==> src/hw/rtl/sqn_pkg.sv <==
// Shared constants, types and microcode table for the Newton square root block.
`default_nettype none

package sqn_pkg;

   localparam int FRAC_BITS       = 16;
   localparam int DATA_WIDTH      = 32;
   localparam int RADICAND_WIDTH  = 32;
   localparam int DIV_WIDTH       = DATA_WIDTH + FRAC_BITS;
   localparam int ROOT_WIDTH      = 24;
   localparam int TOL_WIDTH       = 16;
   localparam int CAP_WIDTH       = 8;
   localparam int STEP_WIDTH      = CAP_WIDTH + 1;
   localparam int CSR_WIDTH       = 16;
   localparam int CSR_INDEX_WIDTH = 1;
   localparam int CNT_WIDTH       = $clog2(DIV_WIDTH);
   localparam int PC_WIDTH        = 3;

   localparam logic [TOL_WIDTH-1:0] TOL_RESET = TOL_WIDTH'(1);
   localparam logic [CAP_WIDTH-1:0] CAP_RESET = CAP_WIDTH'(100);

   localparam logic [CSR_INDEX_WIDTH-1:0] CSR_TOLERANCE = 1'b0;
   localparam logic [CSR_INDEX_WIDTH-1:0] CSR_STEP_CAP  = 1'b1;

   typedef logic [PC_WIDTH-1:0] pc_type;

   localparam pc_type PC_WAIT  = 3'd0;
   localparam pc_type PC_DINIT = 3'd1;
   localparam pc_type PC_DSTEP = 3'd2;
   localparam pc_type PC_AVG   = 3'd3;
   localparam pc_type PC_CHECK = 3'd4;
   localparam pc_type PC_EMIT  = 3'd5;

   typedef enum logic [2:0] {
      OP_WAIT,
      OP_DINIT,
      OP_DSTEP,
      OP_AVG,
      OP_CHECK,
      OP_EMIT
   } op_type;

   typedef enum logic [1:0] {
      HOLD_NONE,
      HOLD_NO_REQ,
      HOLD_DIV_BUSY,
      HOLD_OUT_FULL
   } hold_type;

   typedef enum logic [1:0] {
      JMP_NEVER,
      JMP_ALWAYS,
      JMP_NONPOS,
      JMP_CONTINUE
   } jmp_type;

   typedef struct packed {
      op_type   op;
      hold_type hold;
      jmp_type  jmp;
      pc_type   target;
   } ucode_type;

   typedef struct packed {
      logic init;
      logic step;
   } div_ctl_type;

   function automatic ucode_type ucode_rom(input pc_type pc);
      ucode_type word;
      unique case (pc)
         PC_WAIT:  word = '{op: OP_WAIT,  hold: HOLD_NO_REQ,   jmp: JMP_NONPOS,   target: PC_EMIT};
         PC_DINIT: word = '{op: OP_DINIT, hold: HOLD_NONE,     jmp: JMP_NEVER,    target: PC_WAIT};
         PC_DSTEP: word = '{op: OP_DSTEP, hold: HOLD_DIV_BUSY, jmp: JMP_NEVER,    target: PC_WAIT};
         PC_AVG:   word = '{op: OP_AVG,   hold: HOLD_NONE,     jmp: JMP_NEVER,    target: PC_WAIT};
         PC_CHECK: word = '{op: OP_CHECK, hold: HOLD_NONE,     jmp: JMP_CONTINUE, target: PC_DINIT};
         PC_EMIT:  word = '{op: OP_EMIT,  hold: HOLD_OUT_FULL, jmp: JMP_ALWAYS,   target: PC_WAIT};
         default:  word = '{op: OP_WAIT,  hold: HOLD_NONE,     jmp: JMP_ALWAYS,   target: PC_WAIT};
      endcase
      return word;
   endfunction

endpackage

`default_nettype wire

==> src/hw/rtl/sqn_if.sv <==
// Request and response channel interfaces of the Newton square root block.
`default_nettype none

interface sqn_req_if;
   logic                                       valid;
   logic                                       ready;
   logic signed [sqn_pkg::RADICAND_WIDTH-1:0]  radicand;

   modport source (output valid, output radicand, input ready);
   modport sink   (input valid, input radicand, output ready);
endinterface

interface sqn_rsp_if;
   logic                               valid;
   logic                               ready;
   logic [sqn_pkg::ROOT_WIDTH-1:0]     root;
   logic                               converged;

   modport source (output valid, output root, output converged, input ready);
   modport sink   (input valid, input root, input converged, output ready);
endinterface

`default_nettype wire

==> src/hw/rtl/sqn_div.sv <==
// Restoring divider, one quotient bit per cycle while step is asserted: floor((dividend << FRAC_BITS) / divisor).
`default_nettype none

module sqn_div (
   input  wire                              clock,
   input  wire                              reset,
   input  sqn_pkg::div_ctl_type             ctl,
   input  wire [sqn_pkg::DATA_WIDTH-1:0]    dividend,
   input  wire [sqn_pkg::DIV_WIDTH-1:0]     divisor,
   output logic [sqn_pkg::DIV_WIDTH-1:0]    quotient,
   output logic                             busy
);

   logic [sqn_pkg::DIV_WIDTH-1:0] dvd_ff, dvd_in;
   logic [sqn_pkg::DIV_WIDTH-1:0] rem_ff, rem_in;
   logic [sqn_pkg::DIV_WIDTH-1:0] quo_ff, quo_in;
   logic [sqn_pkg::CNT_WIDTH-1:0] cnt_ff, cnt_in;
   logic [sqn_pkg::DIV_WIDTH:0]   partial;
   logic [sqn_pkg::DIV_WIDTH:0]   trial;
   logic                          fits;

   assign partial = {rem_ff, dvd_ff[sqn_pkg::DIV_WIDTH-1]};
   assign trial   = partial - {1'b0, divisor};
   assign fits    = ~trial[sqn_pkg::DIV_WIDTH];

   always_comb begin
      dvd_in = dvd_ff;
      rem_in = rem_ff;
      quo_in = quo_ff;
      cnt_in = cnt_ff;
      if (ctl.init) begin
         dvd_in = {dividend, {sqn_pkg::FRAC_BITS{1'b0}}};
         rem_in = '0;
         quo_in = '0;
         cnt_in = sqn_pkg::CNT_WIDTH'(sqn_pkg::DIV_WIDTH - 1);
      end else if (ctl.step) begin
         dvd_in = {dvd_ff[sqn_pkg::DIV_WIDTH-2:0], 1'b0};
         rem_in = fits ? trial[sqn_pkg::DIV_WIDTH-1:0] : partial[sqn_pkg::DIV_WIDTH-1:0];
         quo_in = {quo_ff[sqn_pkg::DIV_WIDTH-2:0], fits};
         if (cnt_ff != '0) begin
            cnt_in = cnt_ff - 1'b1;
         end
      end
   end

   always_ff @(posedge clock) begin
      dvd_ff <= dvd_in;
      rem_ff <= rem_in;
      quo_ff <= quo_in;
      if (reset) begin
         cnt_ff <= '0;
      end else begin
         cnt_ff <= cnt_in;
      end
   end

   assign quotient = quo_ff;
   assign busy     = (cnt_ff != '0);

endmodule

`default_nettype wire

==> src/hw/rtl/square_root_newton.sv <==
// Top level of the Newton square root block: microcoded sequencer, datapath and registers.
// Takes a signed Q16.16 radicand and returns its unsigned Q8.16 square root by Newton steps
// x <- (x + (S<<16)/x) / 2 starting from x = S. One item is worked at a time. A positive
// radicand runs at most step_cap+1 Newton steps. Each step sets up the bit-serial
// divider, divides at one quotient bit per cycle, then averages and runs the stop test.
// A zero or negative radicand returns 0 with converged set. The result sits in an
// output register; the next radicand is taken while it waits to be read.
// Registers: index 0 is the tolerance in LSBs (reset 1), index 1 the step cap (reset 100).
`default_nettype none

module square_root_newton (
   input  wire                                  clock,
   input  wire                                  reset,
   sqn_req_if.sink                              req_chan,
   sqn_rsp_if.source                            rsp_chan,
   input  wire                                  csr_we,
   input  wire [sqn_pkg::CSR_INDEX_WIDTH-1:0]   csr_index,
   input  wire [sqn_pkg::CSR_WIDTH-1:0]         csr_wdata
);

   logic [sqn_pkg::TOL_WIDTH-1:0]  tol_ff, tol_in;
   logic [sqn_pkg::CAP_WIDTH-1:0]  cap_ff, cap_in;
   sqn_pkg::pc_type                pc_ff, pc_in;
   logic [sqn_pkg::DATA_WIDTH-1:0] s_ff, s_in;
   logic [sqn_pkg::DIV_WIDTH-1:0]  x_ff, x_in;
   logic [sqn_pkg::DIV_WIDTH-1:0]  next_ff, next_in;
   logic [sqn_pkg::STEP_WIDTH-1:0] steps_ff, steps_in;
   logic                           conv_ff, conv_in;
   logic                           rsp_valid_ff, rsp_valid_in;
   logic [sqn_pkg::ROOT_WIDTH-1:0] rsp_root_ff, rsp_root_in;
   logic                           rsp_conv_ff, rsp_conv_in;

   sqn_pkg::ucode_type             uword;
   sqn_pkg::div_ctl_type           div_ctl;
   logic [sqn_pkg::DIV_WIDTH-1:0]  quotient;
   logic                           div_busy;
   logic [sqn_pkg::DATA_WIDTH-1:0] radicand_bits;
   logic                           nonpos;
   logic                           hold;
   logic                           jump;
   logic [sqn_pkg::DIV_WIDTH-1:0]  avg;
   logic [sqn_pkg::DIV_WIDTH-1:0]  change;
   logic                           within_tol;
   logic                           over_cap;
   logic                           stop;
   logic [sqn_pkg::ROOT_WIDTH-1:0] root_sat;

   assign uword = sqn_pkg::ucode_rom(pc_ff);

   assign radicand_bits = req_chan.radicand[sqn_pkg::DATA_WIDTH-1:0];
   assign nonpos = radicand_bits[sqn_pkg::DATA_WIDTH-1] || (radicand_bits == '0);

   assign div_ctl.init = (uword.op == sqn_pkg::OP_DINIT);
   assign div_ctl.step = (uword.op == sqn_pkg::OP_DSTEP);

   sqn_div u_div (
      .clock    (clock),
      .reset    (reset),
      .ctl      (div_ctl),
      .dividend (s_ff),
      .divisor  (x_ff),
      .quotient (quotient),
      .busy     (div_busy)
   );

   assign avg = (x_ff >> 1) + (quotient >> 1)
              + sqn_pkg::DIV_WIDTH'(x_ff[0] & quotient[0]);

   assign change     = (next_ff >= x_ff) ? (next_ff - x_ff) : (x_ff - next_ff);
   assign within_tol = change < sqn_pkg::DIV_WIDTH'(tol_ff);
   assign over_cap   = steps_ff > sqn_pkg::STEP_WIDTH'(cap_ff);
   assign stop       = within_tol || over_cap;

   assign root_sat = (|next_ff[sqn_pkg::DIV_WIDTH-1:sqn_pkg::ROOT_WIDTH])
                   ? {sqn_pkg::ROOT_WIDTH{1'b1}} : next_ff[sqn_pkg::ROOT_WIDTH-1:0];

   always_comb begin
      unique case (uword.hold)
         sqn_pkg::HOLD_NONE:     hold = 1'b0;
         sqn_pkg::HOLD_NO_REQ:   hold = ~req_chan.valid;
         sqn_pkg::HOLD_DIV_BUSY: hold = div_busy;
         sqn_pkg::HOLD_OUT_FULL: hold = rsp_valid_ff && !rsp_chan.ready;
         default:                hold = 1'b0;
      endcase
      unique case (uword.jmp)
         sqn_pkg::JMP_NEVER:    jump = 1'b0;
         sqn_pkg::JMP_ALWAYS:   jump = 1'b1;
         sqn_pkg::JMP_NONPOS:   jump = nonpos;
         sqn_pkg::JMP_CONTINUE: jump = ~stop;
         default:               jump = 1'b0;
      endcase
   end

   always_comb begin
      priority if (hold) begin
         pc_in = pc_ff;
      end else if (jump) begin
         pc_in = uword.target;
      end else begin
         pc_in = pc_ff + 1'b1;
      end
   end

   assign req_chan.ready = (uword.op == sqn_pkg::OP_WAIT);

   always_comb begin
      s_in         = s_ff;
      x_in         = x_ff;
      next_in      = next_ff;
      steps_in     = steps_ff;
      conv_in      = conv_ff;
      rsp_root_in  = rsp_root_ff;
      rsp_conv_in  = rsp_conv_ff;
      rsp_valid_in = rsp_valid_ff && !rsp_chan.ready;
      unique case (uword.op)
         sqn_pkg::OP_WAIT: begin
            if (!hold) begin
               s_in     = radicand_bits;
               x_in     = sqn_pkg::DIV_WIDTH'(radicand_bits);
               next_in  = '0;
               steps_in = '0;
               conv_in  = 1'b1;
            end
         end
         sqn_pkg::OP_AVG: begin
            next_in  = avg;
            steps_in = steps_ff + 1'b1;
         end
         sqn_pkg::OP_CHECK: begin
            conv_in = within_tol;
            if (!stop) begin
               x_in = next_ff;
            end
         end
         sqn_pkg::OP_EMIT: begin
            if (!hold) begin
               rsp_valid_in = 1'b1;
               rsp_root_in  = root_sat;
               rsp_conv_in  = conv_ff;
            end
         end
         default: begin
         end
      endcase
   end

   always_comb begin
      tol_in = tol_ff;
      cap_in = cap_ff;
      if (csr_we) begin
         unique case (csr_index)
            sqn_pkg::CSR_TOLERANCE: tol_in = csr_wdata[sqn_pkg::TOL_WIDTH-1:0];
            sqn_pkg::CSR_STEP_CAP:  cap_in = csr_wdata[sqn_pkg::CAP_WIDTH-1:0];
            default: begin
            end
         endcase
      end
   end

   always_ff @(posedge clock) begin
      s_ff        <= s_in;
      x_ff        <= x_in;
      next_ff     <= next_in;
      rsp_root_ff <= rsp_root_in;
      rsp_conv_ff <= rsp_conv_in;
      if (reset) begin
         tol_ff       <= sqn_pkg::TOL_RESET;
         cap_ff       <= sqn_pkg::CAP_RESET;
         pc_ff        <= sqn_pkg::PC_WAIT;
         steps_ff     <= '0;
         conv_ff      <= 1'b0;
         rsp_valid_ff <= 1'b0;
      end else begin
         tol_ff       <= tol_in;
         cap_ff       <= cap_in;
         pc_ff        <= pc_in;
         steps_ff     <= steps_in;
         conv_ff      <= conv_in;
         rsp_valid_ff <= rsp_valid_in;
      end
   end

   assign rsp_chan.valid     = rsp_valid_ff;
   assign rsp_chan.root      = rsp_root_ff;
   assign rsp_chan.converged = rsp_conv_ff;

`ifndef ASSERT_OFF
   a_rsp_from_emit: assert property (@(posedge clock) disable iff (reset)
      $rose(rsp_valid_ff) |-> $past(pc_ff == sqn_pkg::PC_EMIT))
      else $error("response beat raised outside the emit step");

   a_cap_bound: assert property (@(posedge clock) disable iff (reset)
      (pc_ff == sqn_pkg::PC_EMIT) && !conv_ff |-> over_cap)
      else $error("unconverged result without reaching the step cap");

   a_step_bound: assert property (@(posedge clock) disable iff (reset)
      (pc_ff != sqn_pkg::PC_WAIT)
      |-> steps_ff <= sqn_pkg::STEP_WIDTH'(cap_ff) + sqn_pkg::STEP_WIDTH'(1))
      else $error("step count ran past the cap");

   a_no_overwrite: assert property (@(posedge clock) disable iff (reset)
      rsp_valid_ff && !rsp_chan.ready |=> rsp_valid_ff && $stable(rsp_root_ff))
      else $error("pending response lost or overwritten");
`endif

endmodule

`default_nettype wire
==> src/flat_wrapper.sv <==
// flat-port wrapper written by rule: the top's interface ports become plain ports
module square_root_newton_flat 
  (clock, reset, csr_we, csr_index, csr_wdata, req_chan_valid, req_chan_radicand, req_chan_ready, rsp_chan_valid, rsp_chan_root, rsp_chan_converged, rsp_chan_ready);
  sqn_req_if req_chan_i ();
  sqn_rsp_if rsp_chan_i ();
  input  wire clock;
  input  wire reset;
  input  wire csr_we;
  input  wire [sqn_pkg::CSR_INDEX_WIDTH-1:0] csr_index;
  input  wire [sqn_pkg::CSR_WIDTH-1:0] csr_wdata;
  input wire logic [$bits(req_chan_i.valid)-1:0] req_chan_valid;
  input wire logic [$bits(req_chan_i.radicand)-1:0] req_chan_radicand;
  output wire logic [$bits(req_chan_i.ready)-1:0] req_chan_ready;
  output wire logic [$bits(rsp_chan_i.valid)-1:0] rsp_chan_valid;
  output wire logic [$bits(rsp_chan_i.root)-1:0] rsp_chan_root;
  output wire logic [$bits(rsp_chan_i.converged)-1:0] rsp_chan_converged;
  input wire logic [$bits(rsp_chan_i.ready)-1:0] rsp_chan_ready;
  assign req_chan_i.valid = req_chan_valid;
  assign req_chan_i.radicand = req_chan_radicand;
  assign req_chan_ready = req_chan_i.ready;
  assign rsp_chan_valid = rsp_chan_i.valid;
  assign rsp_chan_root = rsp_chan_i.root;
  assign rsp_chan_converged = rsp_chan_i.converged;
  assign rsp_chan_i.ready = rsp_chan_ready;
  square_root_newton u_core (.clock(clock), .reset(reset), .req_chan(req_chan_i), .rsp_chan(rsp_chan_i), .csr_we(csr_we), .csr_index(csr_index), .csr_wdata(csr_wdata));
endmodule
==> config.mk <==
export PLATFORM = sky130hd
export DESIGN_NAME = square_root_newton_flat
export DESIGN_NICKNAME = d
export VERILOG_FILES = /design/src/hw/rtl/sqn_pkg.sv /design/src/hw/rtl/sqn_if.sv /design/src/hw/rtl/sqn_div.sv /design/src/hw/rtl/square_root_newton.sv /design/src/flat_wrapper.sv
export SDC_FILE = /design/constraint.sdc
export NUM_CORES = 1
export LEC_CHECK = 0
export ABC_CLOCK_PERIOD_IN_PS = 15200
export BUFFER_PORTS_ARGS = -buffer_cell sky130_fd_sc_hd__buf_2
export CAP_MARGIN = 25
export CORE_MARGIN = 2
export CORE_UTILIZATION = 44
export DETAILED_ROUTE_END_ITERATION = 10
export SLEW_MARGIN = 40
export SYNTH_ARGS = -nofsm -noshare
export SYNTH_HDL_FRONTEND = slang
export SYNTH_SLANG_ARGS = --single-unit
export TNS_END_PERCENT = 100
==> constraint.sdc <==
create_clock -name clock -period 15.2 [get_ports clock]
set_input_delay 3.04 -clock clock [delete_from_list [all_inputs] [get_ports clock]]
set_output_delay 3.04 -clock clock [all_outputs]
set_load 0.02 [all_outputs]
* After elaboration in Yosys (flattened, before gate mapping) *
Cells that the tools add are included.

word-level totals
  word-level logic and storage cells = 98
  register bits after elaboration = 325
  bits of input ports = 54
  output and inout port bits = 27

cells by class
  equality and inequality tests = 18
  reductions and logical operators = 25
  order comparisons = 3
  bitwise gates (word level) = 6
  add/sub/neg operators = 8
  muxes and demuxes = 22

operators by type and width
  operator             count
  $mux 48              7
  $pmux 48 s2          2
  $sub 48x48->48       2
  $pmux 10 s6          1
  $sub 49x48->49       1
  $add 47x47->48       1
  $add 48x48->48       1
  $ge 48x48->1         1
  $lt 48x16->1         1
  $logic_not 32->1     1
  $reduce_or 24->1     1
  $mux 6               3
  $pmux 9 s2           1
  $reduce_and 2->1     8
  $eq 3x2->1 const B   4
  $eq 3x3->1 const B   4
  $add 9x1->9 const B  1
  $gt 9x8->1           1
  $mux 9               1
  $eq 2x2->1 const B   4
  $pmux 1 s4           2
  $reduce_bool 2->1    4
  $eq 3x1->1 const B   2
  $logic_not 3->1      2
  other kinds (16)     26

* Longest topological paths before layout *
  depth in word-level cells = 7
  mapped depth = 32
  mapped depth without buffers = 27

* Cells and area by module *
From an unflattened synthesis, not the netlist that was laid out.

second synthesis, totals
  cell total of the unflattened synthesis = 2829
  area total of the unflattened synthesis = 24474.7 um2

by module, submodules not included
  module              area each (um2)  instances  cells each
  square_root_newton  16146.7          1          1874
  sqn_div             8328.0           1          955

* Least setup slack after synthesis *
Ideal clock, no wire load.

  path type = flip-flop to flip-flop
  start = register u_core.next_ff[0] (netlist bit)
  end = register u_core.x_ff[0] (netlist bit) (enable)
  cell stages (with the launch flop) = 30
  setup slack = 6122 ps
  data arrival time = 8558 ps
  path through = edfxtp_1 -> inv_1 -> ha_1 -> inv_1 -> fa_1 -> a211oi_2 -> o21ai_0 -> nand3_1 -> a31oi_1 -> nor3_1 -> buf_6 -> buf_2 -> clkbuf_1 -> buf_1 -> nor2_1 -> nor2_1 -> o221ai_1 -> a221oi_1 -> xnor2_1 -> ha_1 -> a21oi_1 -> nand2_1 -> mux2i_1 -> o2111a_1 -> a221oi_1 -> a311o_1 -> or4_1 -> or4_4 -> o211ai_2 -> o21ai_0

between the ends
  word-level cells in the longest chain between the ends = 6
  elaborated cells on any way between the ends = 8

RTL lines
  element                                         line                       text
  start: declaration                              square_root_newton.sv:26   logic [sqn_pkg::DIV_WIDTH-1:0] next_ff, next_in;
  start signal: assignment                        square_root_newton.sv:163  next_ff <= next_in;
  $sub 48x48->48 or $ge 48x48->1 (tied branches)  square_root_newton.sv:69   assign change = (next_ff >= x_ff) ? (next_ff - x_ff) : (x_ff - next_ff);
  $mux 48 (*)                                     square_root_newton.sv:69
  $lt 48x16->1 (*)                                square_root_newton.sv:70   assign within_tol = change < sqn_pkg::DIV_WIDTH'(tol_ff);
  $logic_or 1x1->1 (*)                            square_root_newton.sv:72   assign stop = within_tol || over_cap;
  $ne 2x2->1 (no line) (*)                        --
  $reduce_and 3->1 (no line) (*)                  --
  end signal: assignment                          square_root_newton.sv:162  x_ff <= x_in;
  end: declaration                                square_root_newton.sv:25   logic [sqn_pkg::DIV_WIDTH-1:0] x_ff, x_in;

Mark *: on every way between the ends. The rest lies on a longest branch, timed or not.
A chain may end at the register's enable or synchronous reset.

* Worst setup path in the final report *
  start = register u_core.x_ff[17] (netlist bit)
  end = register u_core.x_ff[45] (netlist bit) (enable)

between the ends
  word-level cells in the longest chain between the ends = 6
  elaborated cells on any way between the ends = 8

RTL lines
  element                                         line
  $sub 48x48->48 or $ge 48x48->1 (tied branches)  square_root_newton.sv:69
  $mux 48 (*)                                     square_root_newton.sv:69
  $lt 48x16->1 (*)                                square_root_newton.sv:70
  $logic_or 1x1->1 (*)                            square_root_newton.sv:72
  $ne 2x2->1 (no line) (*)                        --
  $reduce_and 3->1 (no line) (*)                  --

Marked as above.

==> metrics.cfg <==
[run_status]
status = finished clean

[synth]
ys_top_cells_by_area = edfxtp_1 (23%), dfxtp_1 (12%), ha_1 (11%), nand2_1 (6.9%), a21oi_1 (5.3%)
yosys-top-cells-count = nand2_1 (441), a21oi_1 (251), ha_1 (219)
ys_async_sr_fraction_pct = 0
synth_top_area_share_pct = 23.2
synth_edf_count = 185
syn_nets = 3130
seq_area_frac_synth_pct = 34.9
synthFlopType = edfxtp_1
synth_cells = 2852
ys_seq_elements = 325
yosys_warnings = 0
syn_area_mm2 = 0.0239
synth_most_common_cell = nand2_1
syn_area_per_cell_um2 = 8.39
ys_types = 81
yosysTopAreaCell = edfxtp_1

[sta]
drv_slew = 0
slew_headroom_pct = 34.6
rsz0062_at_grt = no
finalCritPeriodShare_pct = 52.8
fin_crit_ns = 8.03
fmax_mhz = 125
setup_viol = 0
final.setup.tns_ns = 0
hold_viol = 0
tightest_slew_ns = 0.956
finClkSkew_ns = 0.0293

[worst_setup_path]
arrival_ns = 8.23
required_ns = 15.41
r2r_cells = 23
critPathMaxFanout = 48
cp-start-kind = flop
endpoint_kind = flop
critical_path_class = flop to flop

[final_layout]
nets = 3150
synthToLayoutAreaGrowth_pct = 9.65
fillers = 5239
instances_no_fill = 3600
n_antenna_cell = 0
layout-drive-gt1-share_pct = 8.40

[floorplanning]
die_w_um = 237
initial_core_util_pct = 44.5
fp.coreArea_mm2 = 0.0538
rows = 85
die_h_um = 237
dieArea_mm2 = 0.0563
io_pins = 81

[grt]
grt_max_degree = 69
grt_overflow = 0
grt_pass1_wl_um = 125000
grt_usage_pct = 28.8
antenna_found_initial = 5
grt_pass1_vias = 20800

[placement]
hpwl_um = 63900
place_congestion = 0.989
placedCellCount = 3525
io_buffer_count = 80

[clocking]
cts_max_path_buffers = 3
cts-htree-levels = 2
cts_buffers = 40
clock-sinks = 325
clk_pin_slew_ns = 0.06
post_cts_buffers = 0
root_buffer = clkbuf_16
cts_tree = yes
cts-resized-gates = 0
ctsHoldBuffers = 0
clk_latency_ns = 0.59

[detailed_routing]
route.detailed.drc = 0
num_vias = 21800
drt_wl_total_um = 82200
wl_per_cell_um = 22.8
drtPass1Iterations = 5
drt_iter0_markers = 1903
ant_nets = 0
vias_per_cell = 6.06

[flow_run]
maxCapViolations = 0

[worst_hold_path]
hold_class = flop to flop
hold_depth = 2

==> placed cells by master (no fill, tap or decap), types with 27 or more instances in the layout <==
cell type	n
mux2_2	35
a21o_1	84
a21oi_1	251
dfxtp_1	140
edfxtp_1	185
nand2b_1	29
nor2b_1	27
xor2_1	49
nand2_1	439
clkbuf_16	40
ha_1	219
nor3_1	57
o21a_1	32
xnor2_1	58
nand4_1	52
nand3_1	86
buf_2	79
nor4_1	32
nor2_1	184
mux2i_1	52
o21ai_0	178
inv_1	178
==> stage by stage <==
| step | cell area, um2 | hold slack [ns] | setup slack, ns | util, % |
|---|---|---|---|---|
| 6_report | 26200 | 0.454 | 7.17 | 48.8 |
| 5_1_grt | 26200 | 0.465 | 6.83 | 48.8 |
| 4_1_cts | 26200 | 0.451 | 7.29 | 48.7 |
| 3_5_place_dp | 25000 | 0.448 | 7.33 | 46.4 |
| 3_3_place_gp | 24900 | 0.449 | 7.54 | 46.3 |
| 2_1_floorplan | 23900 | 0.409 | 6.12 | - |
==> flip-flops by register name, indices dropped and copies added, names as in the netlist, 3 cells and up <==
| signal | cells |
|---|---|
| u_core.cap_ff | 8 |
| u_core.x_ff | 48 |
| u_core.u_div.dvd_ff | 32 |
| u_core.pc_ff | 3 |
| u_core.u_div.cnt_ff | 6 |
| u_core.next_ff | 48 |
| u_core.u_div.rem_ff | 48 |
| u_core.rsp_chan.root | 24 |
| u_core.tol_ff | 16 |
| u_core.u_div.quotient | 48 |
| u_core.steps_ff | 9 |
| u_core.s_ff | 32 |
==> cell type report <==
type                       instances  area [um2]  share of cell area [%]
clock buffer                      58        1100                    4.19
clock inverter                    16         141                   0.539
inverter                         181         679                    2.59
multi-input combinational       2221       14500                    55.2
sequential                       325        8360                    31.9
tap                              696         871                    3.32
timing repair buffer             103         599                    2.28
==> cells by family (layout without fill, tap and decap cells) <==
kind of cell    count (synthesis)  in the layout  share of synthesized area (%)
compound gates                786            786                           20.8
buf+inv                       306            358                           5.02
flops                         325            325                           34.9
fa+ha+maj                     224            224                           11.9
mux                            87             87                           3.82
xor+xnor                      108            108                           3.95
simple gates                 1016           1016                           19.7
==> layer usage <==
metal	wire length, um	global-route usage, %	vias to the layer above
met2	35900	44.5	785
li1	-	-	10300
met1	37200	40.0	10600
met4	2660	9.55	2
met3	6450	6.32	126
met5	13	0	-
==> path summary, 6_finish.rpt <==
kind | from | endpoint | slack [ns]
worst max-delay path | u_core.x_ff[17] | u_core.x_ff[45] | 7.17
worst min-delay path | u_core.u_div.quotient[7] | u_core.u_div.quotient[8] | 0.45
worst max register to register | u_core.x_ff[17] | u_core.x_ff[45] | 7.17
worst min register to register | u_core.u_div.quotient[7] | u_core.u_div.quotient[8] | 0.45
==> worst max-delay path: stages, from the launching register on <==
cell,delay (ns)
edfxtp_1,0.40
inv_1,0.10
ha_1,0.60
nand4_2,0.20
or3_4,0.46
or4_1,0.47
a31oi_1,0.23
or3_4,0.59
nor2_1,0.08
nor2_1,0.18
o221ai_1,0.17
a221oi_1,0.40
xnor2_1,0.16
ha_1,0.26
a21oi_1,0.41
o211ai_1,0.19
nor4_1,0.35
a221oi_1,0.15
a311o_1,0.34
or4_1,0.46
or4_4,0.57
o211ai_2,0.35
o21ai_4,0.06
buf_4,0.35
Power is not shown: default switching activity piles up to over one toggle a cycle in this logic, so the estimate is an artifact.
